`config.mk`:
```
export PLATFORM = sky130hd
export DESIGN_NAME = depth_sensor_average_calibrate_flat
export DESIGN_NICKNAME = d
export VERILOG_FILES = /design/src/rtl/core/dsac_pkg.sv /design/src/rtl/core/dsac_sample_if.sv /design/src/rtl/core/dsac_depth_if.sv /design/src/rtl/core/depth_sensor_average_calibrate.sv /design/src/rtl/core/dsac_ram.sv /design/src/flat_wrapper.sv
export SDC_FILE = /design/constraint.sdc
export NUM_CORES = 2
export LEC_CHECK = 0
export BUFFER_PORTS_ARGS = -buffer_cell sky130_fd_sc_hd__buf_2
export CAP_MARGIN = 20
export CORE_ASPECT_RATIO = 0.5
export CORE_MARGIN = 2
export CORE_UTILIZATION = 40
export CTS_CLUSTER_DIAMETER = 40
export DETAILED_ROUTE_END_ITERATION = 7
export SLEW_MARGIN = 20
export SYNTH_ARGS = -nofsm -noshare
export SYNTH_HDL_FRONTEND = slang
export SYNTH_HIERARCHICAL = 1
export SYNTH_SLANG_ARGS = --single-unit
```
`constraint.sdc`:
```
create_clock -name clk -period 8.15 [get_ports clk]
set_input_delay 0.4075 -clock clk [delete_from_list [all_inputs] [get_ports clk]]
set_output_delay 0.4075 -clock clk [all_outputs]
set_load 0.02 [all_outputs]
```
`src/rtl/core/dsac_pkg.sv`:
```
// Shared constants and types for the depth sensor averaging and calibration block
package dsac_pkg;

	localparam int WINDOW_LEN_DEF = 16;
	localparam int SAMPLE_W       = 10;
	localparam int SAMPLE_MAX     = 1023;
	localparam int REG_W          = 32;
	localparam int CFG_IDX_W      = 2;
	localparam int FRAC_SHIFT     = 8;
	// mean of 10-bit samples in Q.8 never exceeds 1023*256
	localparam int MEAN_W         = SAMPLE_W + FRAC_SHIFT;

	localparam logic signed [REG_W-1:0] SLOPE_RST      = 32'sd0;
	localparam logic signed [REG_W-1:0] OFFSET_RST     = 32'sd0;
	localparam logic signed [REG_W-1:0] FAULT_LOW_RST  = -32'sd32768;
	localparam logic signed [REG_W-1:0] FAULT_HIGH_RST = 32'sd1638400;

	typedef enum logic [CFG_IDX_W-1:0] {
		REG_SLOPE      = 2'd0,
		REG_OFFSET     = 2'd1,
		REG_FAULT_LOW  = 2'd2,
		REG_FAULT_HIGH = 2'd3
	} cfg_reg_t;

endpackage

```
`src/rtl/core/dsac_sample_if.sv`:
```
// Sample channel: valid/ready transfer of one converter reading
interface dsac_sample_if;
	logic                          valid;
	logic                          ready;
	logic [dsac_pkg::SAMPLE_W-1:0] adc_sample;

	modport source (output valid, output adc_sample, input ready);
	modport sink (input valid, input adc_sample, output ready);
endinterface

```
`src/rtl/core/dsac_depth_if.sv`:
```
// Depth channel: valid/ready transfer of one calibrated depth and fault flag
interface dsac_depth_if;
	logic                              valid;
	logic                              ready;
	logic signed [dsac_pkg::REG_W-1:0] depth;
	logic                              sensor_fault;

	modport source (output valid, output depth, output sensor_fault, input ready);
	modport sink (input valid, input depth, input sensor_fault, output ready);
endinterface

```
`src/rtl/core/depth_sensor_average_calibrate.sv`:
```
// Moving-average depth filter with linear calibration and fault window
// A sample passes through S_SUM, the serial divider S_DIV, then S_MUL, S_ADD and
// S_CMP to depth valid; the divider has DIV_W = 10 + clog2(WINDOW_LEN) + 8 bits.
// Samples are taken only in S_IDLE, after the last depth is registered; S_DIV is
// a restoring divider, one quotient bit per cycle; a waiting result stalls S_CMP.
// Reset: async; clears sequencer, pointer, fill, sum, datapath; cfg to defaults.
module depth_sensor_average_calibrate #(
	parameter int WINDOW_LEN = dsac_pkg::WINDOW_LEN_DEF
) (
	input  logic                                clk,
	input  logic                                arst_n,
	input  logic                                cfg_we,
	input  logic [dsac_pkg::CFG_IDX_W-1:0]      cfg_index,
	input  logic [dsac_pkg::REG_W-1:0]          cfg_data,
	dsac_sample_if.sink                         samples,
	dsac_depth_if.source                        depths
);

	localparam int PTR_W  = $clog2(WINDOW_LEN);
	localparam int SUM_W  = dsac_pkg::SAMPLE_W + $clog2(WINDOW_LEN);
	localparam int CNT_W  = $clog2(WINDOW_LEN + 1);
	localparam int DIV_W  = SUM_W + dsac_pkg::FRAC_SHIFT;
	localparam int ITER_W = $clog2(DIV_W);
	localparam int PROD_W = dsac_pkg::REG_W + dsac_pkg::MEAN_W + 1;
	localparam int Z_W    = PROD_W - dsac_pkg::FRAC_SHIFT + 1;

	typedef enum logic [2:0] {
		S_IDLE,
		S_SUM,
		S_DIV,
		S_MUL,
		S_ADD,
		S_CMP
	} state_t;

	state_t                                 state_q;
	logic signed [dsac_pkg::REG_W-1:0]      slope_q, offset_q, flo_q, fhi_q;
	logic [dsac_pkg::SAMPLE_W-1:0]          sample_q;
	logic [PTR_W-1:0]                       wp_q;
	logic                                   full_q;
	logic [SUM_W-1:0]                       sum_q;
	logic [CNT_W-1:0]                       cnt_q;
	logic [CNT_W-1:0]                       rem_q;
	logic [DIV_W-1:0]                       quo_q;
	logic [ITER_W-1:0]                      iter_q;
	logic signed [PROD_W-1:0]               prod_q;
	logic signed [Z_W-1:0]                  z_q;
	logic                                   out_valid_q;
	logic signed [dsac_pkg::REG_W-1:0]      depth_q;
	logic                                   fault_q;

	logic [dsac_pkg::SAMPLE_W-1:0]          ram_rdata;
	logic [dsac_pkg::SAMPLE_W-1:0]          old_sample;
	logic [PTR_W-1:0]                       wp_next;
	logic [SUM_W-1:0]                       sum_new;
	logic [CNT_W-1:0]                       cnt_new;
	logic [CNT_W:0]                         trial;
	logic                                   trial_ok;
	logic                                   in_xfer;
	logic                                   out_free;
	logic                                   z_fault;

	dsac_ram #(
		.WIDTH (dsac_pkg::SAMPLE_W),
		.DEPTH (WINDOW_LEN)
	) u_ring (
		.clk   (clk),
		.we    (state_q == S_SUM),
		.addr  (wp_q),
		.wdata (sample_q),
		.rdata (ram_rdata)
	);

	// entries past the fill point read as their cleared value
	assign old_sample = full_q ? ram_rdata : '0;
	assign wp_next    = (wp_q == PTR_W'(WINDOW_LEN - 1)) ? '0 : wp_q + 1'b1;
	assign sum_new    = sum_q - SUM_W'(old_sample) + SUM_W'(sample_q);
	assign cnt_new    = (full_q || wp_next == '0) ? CNT_W'(WINDOW_LEN) : CNT_W'(wp_next);

	assign trial      = {rem_q, quo_q[DIV_W-1]};
	assign trial_ok   = trial >= {1'b0, cnt_q};

	assign in_xfer    = samples.valid && samples.ready;
	assign out_free   = !out_valid_q || depths.ready;
	assign z_fault    = (z_q < Z_W'(flo_q)) || (z_q > Z_W'(fhi_q));

	assign samples.ready      = (state_q == S_IDLE);
	assign depths.valid       = out_valid_q;
	assign depths.depth       = depth_q;
	assign depths.sensor_fault = fault_q;

	always_ff @(posedge clk or negedge arst_n) begin
		if (!arst_n) begin
			slope_q  <= dsac_pkg::SLOPE_RST;
			offset_q <= dsac_pkg::OFFSET_RST;
			flo_q    <= dsac_pkg::FAULT_LOW_RST;
			fhi_q    <= dsac_pkg::FAULT_HIGH_RST;
		end else if (cfg_we) begin
			case (dsac_pkg::cfg_reg_t'(cfg_index))
				dsac_pkg::REG_SLOPE:      slope_q  <= cfg_data;
				dsac_pkg::REG_OFFSET:     offset_q <= cfg_data;
				dsac_pkg::REG_FAULT_LOW:  flo_q    <= cfg_data;
				dsac_pkg::REG_FAULT_HIGH: fhi_q    <= cfg_data;
				default: ;
			endcase
		end
	end

	always_ff @(posedge clk or negedge arst_n) begin
		if (!arst_n) begin
			state_q     <= S_IDLE;
			sample_q    <= '0;
			wp_q        <= '0;
			full_q      <= 1'b0;
			sum_q       <= '0;
			cnt_q       <= '0;
			rem_q       <= '0;
			quo_q       <= '0;
			iter_q      <= '0;
			prod_q      <= '0;
			z_q         <= '0;
			out_valid_q <= 1'b0;
			depth_q     <= '0;
			fault_q     <= 1'b0;
		end else begin
			if (out_valid_q && depths.ready && state_q != S_CMP) begin
				out_valid_q <= 1'b0;
			end
			case (state_q)
				S_IDLE: begin
					if (in_xfer) begin
						sample_q <= samples.adc_sample;
						state_q  <= S_SUM;
					end
				end
				S_SUM: begin
					sum_q   <= sum_new;
					wp_q    <= wp_next;
					full_q  <= full_q || (wp_next == '0);
					cnt_q   <= cnt_new;
					rem_q   <= '0;
					quo_q   <= {sum_new, {dsac_pkg::FRAC_SHIFT{1'b0}}};
					iter_q  <= ITER_W'(DIV_W - 1);
					state_q <= S_DIV;
				end
				S_DIV: begin
					rem_q  <= trial_ok ? CNT_W'(trial - {1'b0, cnt_q}) : CNT_W'(trial);
					quo_q  <= {quo_q[DIV_W-2:0], trial_ok};
					iter_q <= iter_q - 1'b1;
					if (iter_q == '0) begin
						state_q <= S_MUL;
					end
				end
				S_MUL: begin
					prod_q  <= PROD_W'(slope_q) *
						PROD_W'($signed({1'b0, quo_q[dsac_pkg::MEAN_W-1:0]}));
					state_q <= S_ADD;
				end
				S_ADD: begin
					z_q     <= Z_W'(prod_q >>> dsac_pkg::FRAC_SHIFT) + Z_W'(offset_q);
					state_q <= S_CMP;
				end
				S_CMP: begin
					if (out_free) begin
						out_valid_q <= 1'b1;
						fault_q     <= z_fault;
						depth_q     <= z_fault ? '0 : z_q[dsac_pkg::REG_W-1:0];
						state_q     <= S_IDLE;
					end
				end
				default: state_q <= S_IDLE;
			endcase
		end
	end

`ifndef SYNTHESIS
	a_sum_after_transfer: assert property (@(posedge clk) disable iff (!arst_n)
		state_q == S_SUM |-> $past(in_xfer))
		else $error("sum update without a sample transfer");

	a_sum_bound: assert property (@(posedge clk) disable iff (!arst_n)
		sum_q <= SUM_W'(WINDOW_LEN * dsac_pkg::SAMPLE_MAX))
		else $error("window sum beyond its range");

	a_rem_below_count: assert property (@(posedge clk) disable iff (!arst_n)
		state_q == S_DIV |-> (rem_q < cnt_q))
		else $error("divider remainder not below count");

	a_count_nonzero: assert property (@(posedge clk) disable iff (!arst_n)
		state_q == S_DIV |-> (cnt_q != '0))
		else $error("divide by zero count");

	a_fill_count: assert property (@(posedge clk) disable iff (!arst_n)
		(state_q == S_DIV && !full_q) |-> (cnt_q == CNT_W'(wp_q)))
		else $error("warm-up count differs from write pointer");
`endif

endmodule

```
`src/rtl/core/dsac_ram.sv`:
```
// Generic single-port RAM with registered read
module dsac_ram #(
	parameter int WIDTH = 8,
	parameter int DEPTH = 16
) (
	input  logic                     clk,
	input  logic                     we,
	input  logic [$clog2(DEPTH)-1:0] addr,
	input  logic [WIDTH-1:0]         wdata,
	output logic [WIDTH-1:0]         rdata
);

	logic [WIDTH-1:0] mem_q [DEPTH];

	always_ff @(posedge clk) begin
		rdata <= mem_q[addr];
		if (we) begin
			mem_q[addr] <= wdata;
		end
	end

endmodule
```
`src/flat_wrapper.sv`:
```
// flat-port wrapper written by rule: the top's interface ports become plain ports
module depth_sensor_average_calibrate_flat 
#(
	parameter int WINDOW_LEN = dsac_pkg::WINDOW_LEN_DEF
)
  (clk, arst_n, cfg_we, cfg_index, cfg_data, samples_valid, samples_adc_sample, samples_ready, depths_valid, depths_depth, depths_sensor_fault, depths_ready);
  dsac_sample_if samples_i ();
  dsac_depth_if depths_i ();
  input  logic clk;
  input  logic arst_n;
  input  logic cfg_we;
  input  logic [dsac_pkg::CFG_IDX_W-1:0] cfg_index;
  input  logic [dsac_pkg::REG_W-1:0] cfg_data;
  input wire logic [$bits(samples_i.valid)-1:0] samples_valid;
  input wire logic [$bits(samples_i.adc_sample)-1:0] samples_adc_sample;
  output wire logic [$bits(samples_i.ready)-1:0] samples_ready;
  output wire logic [$bits(depths_i.valid)-1:0] depths_valid;
  output wire logic [$bits(depths_i.depth)-1:0] depths_depth;
  output wire logic [$bits(depths_i.sensor_fault)-1:0] depths_sensor_fault;
  input wire logic [$bits(depths_i.ready)-1:0] depths_ready;
  assign samples_i.valid = samples_valid;
  assign samples_i.adc_sample = samples_adc_sample;
  assign samples_ready = samples_i.ready;
  assign depths_valid = depths_i.valid;
  assign depths_depth = depths_i.depth;
  assign depths_sensor_fault = depths_i.sensor_fault;
  assign depths_i.ready = depths_ready;
  depth_sensor_average_calibrate #(.WINDOW_LEN(WINDOW_LEN)) u_core (.clk(clk), .arst_n(arst_n), .cfg_we(cfg_we), .cfg_index(cfg_index), .cfg_data(cfg_data), .samples(samples_i), .depths(depths_i));
endmodule
```
### Word level (Yosys, flattened, before mapping)

Memory sizes are Yosys's and may differ from the RTL's. A register that Yosys moved wholly into a read port is not among the register bits.
Index checks and enable logic that the tools add are counted.
W data, S select, Z words.

| storage, ports and cells | value |
|---|---|
| flip-flop bits (word level) | 326 |
| bits in latches | 0 |
| memory bits (writable) | 160 |
| memory bits (read-only) | 0 |
| input port bits | 49 |
| output and inout bits | 35 |
| word-level logic and storage cells | 78 |
| memories | 1 |

| operators by class | value |
|---|---|
| add/subtract/negate cells | 6 |
| multiply operators | 1 |
| divide/modulo/power cells | 0 |
| order comparisons | 3 |
| equality and inequality tests | 13 |
| shift-type cells | 0 |
| multiplexer cells | 17 |
| bitwise operators | 0 |
| reductions and logical operators | 19 |

Memory list:

| memory | words | width | read ports | clocked after Yosys merged registers in | write ports | RTL line | text |
|---|---|---|---|---|---|---|---|
| u_core.u_ring.mem_q | 16 | 10 | 1 | 1 | 1 | dsac_ram.sv:13 | `logic [WIDTH-1:0] mem_q [DEPTH];` |

Operator list:

| kind | count |
|---|---|
| $mul A32 B19 Y51 | 1 |
| $add A43 B32 Y44 | 1 |
| $gt A44 B32 Y1 | 1 |
| $lt A44 B32 Y1 | 1 |
| $pmux W22 S2 | 1 |
| $mux W32 | 1 |
| $pmux W5 S2 | 2 |
| $pmux W3 S6 | 1 |
| $add A14 B10 Y14 | 1 |
| $sub A14 B10 Y14 | 1 |
| $reduce_and A2 Y1 | 6 |
| $mux W10 | 1 |
| $mux W5 | 2 |
| $mux W3 | 3 |
| $eq A3 B2 Y1 const B | 2 |
| $eq A3 B3 Y1 const B | 2 |
| $ge A6 B5 Y1 | 1 |
| $logic_not A5 Y1 | 1 |
| $mux W1 | 5 |
| $sub A5 B1 Y5 const B | 1 |
| $sub A5 B5 Y5 | 1 |
| $add A4 B1 Y4 const B | 1 |
| $eq A2 B2 Y1 const B | 2 |
| $eq A4 B4 Y1 const B | 1 |
| other kinds (14) | 19 |

### Longest topological paths before layout

| depth | value |
|---|---|
| depth after elaboration | 5 |
| gate-level depth with buffers | 27 |
| mapped depth without buffers | 24 |

### Hierarchy

Netlist, hierarchy kept.

Modules (own cells, without submodules):

| module | instances | cells each | area an instance (um^2) | seq. area each (um^2) |
|---|---|---|---|---|
| depth_sensor_average_calibrate | 1 | 3828 | 36985.5 | 7957.6 |
| dsac_ram | 1 | 280 | 6303.5 | 5004.8 |

### Worst setup path before layout

Ideal clock, no wire load.

| path | value |
|---|---|
| path kind | flip-flop to flip-flop |
| from | reg u_core/slope_q[31] (netlist bit) |
| to | reg u_core.prod_q[50] |
| setup time | 129 ps |
| arrival time | 6114 ps |
| required time | 8021 ps |
| slack | 1907 ps |
| cell stages (with the launch flop) | 24 |
| buffers on the path | 2 |
| clock period less this slack | 6243 ps |
| path through | dfrtp_1 > clkbuf_1 > clkbuf_1 > nand2_1 > fa_1 > fa_1 > fa_1 > inv_1 > fa_1 > fa_1 > inv_1 > fa_1 > inv_1 > ha_1 > a21o_1 > a21o_1 > a21oi_1 > nand2_1 > a211oi_2 > o31ai_2 > a21oi_1 > o21bai_1 > xnor2_1 > o21ai_1 |

| on the way | value |
|---|---|
| cells in the longest elaborated chain, start to end | 1 |

Ends and longest elaborated chain:

| item | RTL line | text |
|---|---|---|
| start, declared | depth_sensor_average_calibrate.sv:37 | `logic signed [dsac_pkg::REG_W-1:0] slope_q, offset_q, flo_q, fhi_q;` |
| start signal, assigned | depth_sensor_average_calibrate.sv:94 | `slope_q <= dsac_pkg::SLOPE_RST;` |
| start signal, assigned | depth_sensor_average_calibrate.sv:100 | `dsac_pkg::REG_SLOPE: slope_q <= cfg_data;` |
| $mul A32 B19 Y51 | depth_sensor_average_calibrate.sv:155 | `prod_q <= PROD_W'(slope_q) *` |
| end signal, assigned | depth_sensor_average_calibrate.sv:155 |  |
| end, declared | depth_sensor_average_calibrate.sv:46 | `logic signed [PROD_W-1:0] prod_q;` |

No other way between the ends.
A chain may end at the register's enable or synchronous reset.

### Worst setup path after layout

| path | value |
|---|---|
| from | reg u_core.quo_q[7] |
| to | reg u_core.prod_q[43] |

| on the way | value |
|---|---|
| cells in the longest elaborated chain, start to end | 1 |

Ends and longest elaborated chain:

| item | RTL line | text |
|---|---|---|
| start, declared | depth_sensor_average_calibrate.sv:44 | `logic [DIV_W-1:0] quo_q;` |
| start signal, assigned | depth_sensor_average_calibrate.sv:142 | `quo_q <= {sum_new, {dsac_pkg::FRAC_SHIFT{1'b0}}};` |
| start signal, assigned | depth_sensor_average_calibrate.sv:148 | `quo_q <= {quo_q[DIV_W-2:0], trial_ok};` |
| $mul A32 B19 Y51 | depth_sensor_average_calibrate.sv:155 |  |

No other way between the ends.

==> flow_summary.toml <==
[status]
status = "finished, final reports clean"

[clock_tree]
clk_pin_slew_ps = 70
clockRootBuffer = "clkbuf_16"
cts.htree.levels = 2
clock_sinks = 487
clk_path_buf_depth = 3
clock_latency_ps = 660
cts_tree = "yes"
numCtsBuffers = 56

[synth]
yosys.area.top_type_share_pct = 26.27
synth_cell_type_count = 69
ys.flop_type = "dfrtp_1"
synth_fp_nets = 5000
syn-cell-area_sq_um = 43290
synth_area_leader_cell = "fa_1"
synth_edf_count = 160
synth-seq-area-share_pct = 29.94
syn_inst = 4108
avgSynthCellArea_sq_um = 10.54
yosys_warnings = 6
synth.area.top_cells = "fa_1, dfrtp_1, edfxtp_1, ha_1, inv_1"
ys_ff_latch = 487
async_flop_share_pct = 65.09

[setup_path]
path_max_fanout = 26
crit_required_ps = 8660
startpoint_type = "register"
cp_data_arrival_time_ps = 8200
path_delay_family = "adder cells"
slowest_delay_ps = 1070
end_kind = "register"
path_cells = "buf_4, and2_1, fa_1, inv_1, fa_1, fa_1, fa_1, inv_1, fa_1, inv_1, fa_1, inv_1, ha_1, and4_1, a2111oi_0, o21ai_1, a21oi_1, inv_1, a21oi_1, o21ai_0, xnor2_1, o21ai_0"
worst_path_most_repeated_cell = "fa_1"
critPathBufInv = 6
path_class = "reg2reg"
cp_slowest_cell = "dfrtp_1"

[drt]
wl_met3_microns = 6112
route.detailed.wl_per_inst_microns = 19.37
drt_iter0_markers = 2281
via_per_inst = 5.153
highest_layer = "met5"
dr_total_vias = 28974
wirelength_microns = 108900
ant_nets = 0
m1WireLength_microns = 52640
drc = 0
wl_met2_microns = 48350
drt_first_pass_iters = 7

[job]
cap_violations = 0

[sta]
fin_setup_tns_ps = 0
grt_setup_unrepaired = "false"
period_share_pct = 94.31
fin_crit_ps = 7686
fmax_mhz = 130.1
maxSlewViolCount = 0
max_slew_margin_pct = 25.16
setup_viol = 0
worst_slew_pin_slew_ps = 1119
hold_violations = 0
skew_ps = 67.67

[floorplan]
ios = 84
die_width_microns = 469.2
core_sq_um = 107400
dieHeight_microns = 236.6
dieArea_sq_um = 111000
num_rows = 85
start_util_pct = 40.30

[grt]
grt_pass1_wl_microns = 174800
grt_pass1_vias = 30319
grt-ovfl-total = 0
grt_max_degree = 161
groute.usage.overall_pct = 19.99
antenna_found_initial = 7

[hold_path]
hold_class = "in2reg"

[final_layout]
finish.net_count = 5028
final_common_cell = "inv_1"
drive_gt1_share_pct = 10.78
synthToLayoutAreaGrowth_pct = 9.183
mostFrequentLayoutCells = "inv_1, fa_1, nand2_1"

[placed_design]
finalWeightedCongestion = 0.8988
port_buffers = 83
dpl.hpwl_microns = 84160
through the flow:
step	utilization, %	cell area, sq um	std cells	worst slack [ps]	hold slack, ps
floorplan	-	43290	4108	1907	111.9
global placement	42.14	45270	5501	556.8	424.0
detailed placement	42.15	45280	5502	426.0	421.4
CTS	43.96	47220	5617	492.8	3.593
global route	43.99	47260	5620	47.83	1.900
finish	44.00	47260	5623	463.9	28.60
logic make-up after synthesis:
logic type | share of synthesized area, %
buffers and inverters | 8.188
AO/OA/AOI/OAI | 7.839
AND/OR/NAND/NOR | 12.22
flip-flops | 29.94
XOR/XNOR | 1.983
multiplexers | 5.607
adder cells (fa/ha/maj) | 34.22
state kept, by name (all words and copies together) (netlist names), 10 cells and up:
| signal | flops |
|---|---|
| u_core/u_ring/mem_q | 160 |
| u_core/u_ring/rdata | 10 |
| u_core/sample_q | 10 |
| u_core/depths.depth | 32 |
| u_core/slope_q | 32 |
| u_core/flo_q | 32 |
| u_core/fhi_q | 32 |
| u_core/quo_q | 22 |
| u_core/z_q | 44 |
| u_core/offset_q | 32 |
| u_core/prod_q | 43 |
| u_core/sum_q | 14 |
timing repair:
action / 4_1_cts / 5_1_grt
buffers inserted: 0 / 0
hold buffers: 9 / 0
hold endpoints to repair: 76 / 0
resized for setup: 0 / 0
synthesized netlist by cell type (42+ instances only):
master	count
and2_1	387
fa_1	568
inv_1	756
nand2_1	395
edfxtp_1	160
xor2_1	42
dfrtp_1	297
a21o_1	73
a21oi_1	123
mux2_2	132
o21ai_0	148
xnor2_1	56
ha_1	275
clkbuf_1	158
nor2_1	77
worst reg2reg max path, stage by stage (launching register included):
cell,delay [ps]
dfrtp_1,1070
buf_4,320
and2_1,170
fa_1,390
inv_1,70
fa_1,430
fa_1,500
fa_1,540
inv_1,50
fa_1,470
inv_1,50
fa_1,500
inv_1,60
ha_1,310
and4_1,320
a2111oi_0,790
o21ai_1,450
a21oi_1,370
inv_1,70
a21oi_1,270
o21ai_0,170
xnor2_1,140
o21ai_0,80
metal layers:
metal	GRT usage (%)	up-vias
met2	31.11	709
met1	29.88	14955
met4	3.452	4
li1	-	13187
met3	3.092	119
met5	0	-
path summary, 6_finish.rpt:
check	startpoint	cells past startpoint	end	slack, ps
setup / recovery	u_core/quo_q[7]$_DFFE_PN0P_	22	u_core/prod_q[43]$_DFFE_PN0N_	460
max in group asynchronous	arst_n	4	u_core/depths.depth[14]$_DFFE_PN0P_	5890
hold reg to reg	u_core/sum_q[2]$_DFFE_PN0P_	1	u_core/sum_q[2]$_DFFE_PN0P_	480
hold / removal	samples_adc_sample[7]	3	u_core/sample_q[7]$_DFFE_PN0P_	30
min in group asynchronous	arst_n	2	u_core/sample_q[3]$_DFFE_PN0P_	300
setup reg to reg	u_core/quo_q[7]$_DFFE_PN0P_	22	u_core/prod_q[43]$_DFFE_PN0N_	460
area by class of cell:
type,count,area (sq um)
Timing Repair Buffer,149,968.4
Antenna cell,4,10.01
Sequential cell,487,12970
Multi-Input combinational cell,2686,26840
Clock inverter,30,330.3
Inverter,756,2838
Clock buffer,76,1516
Tap cell,1435,1795
Fill cell,10089,60150
Power is not shown: default switching activity piles up to over one toggle a cycle in this logic, so the estimate is an artifact.
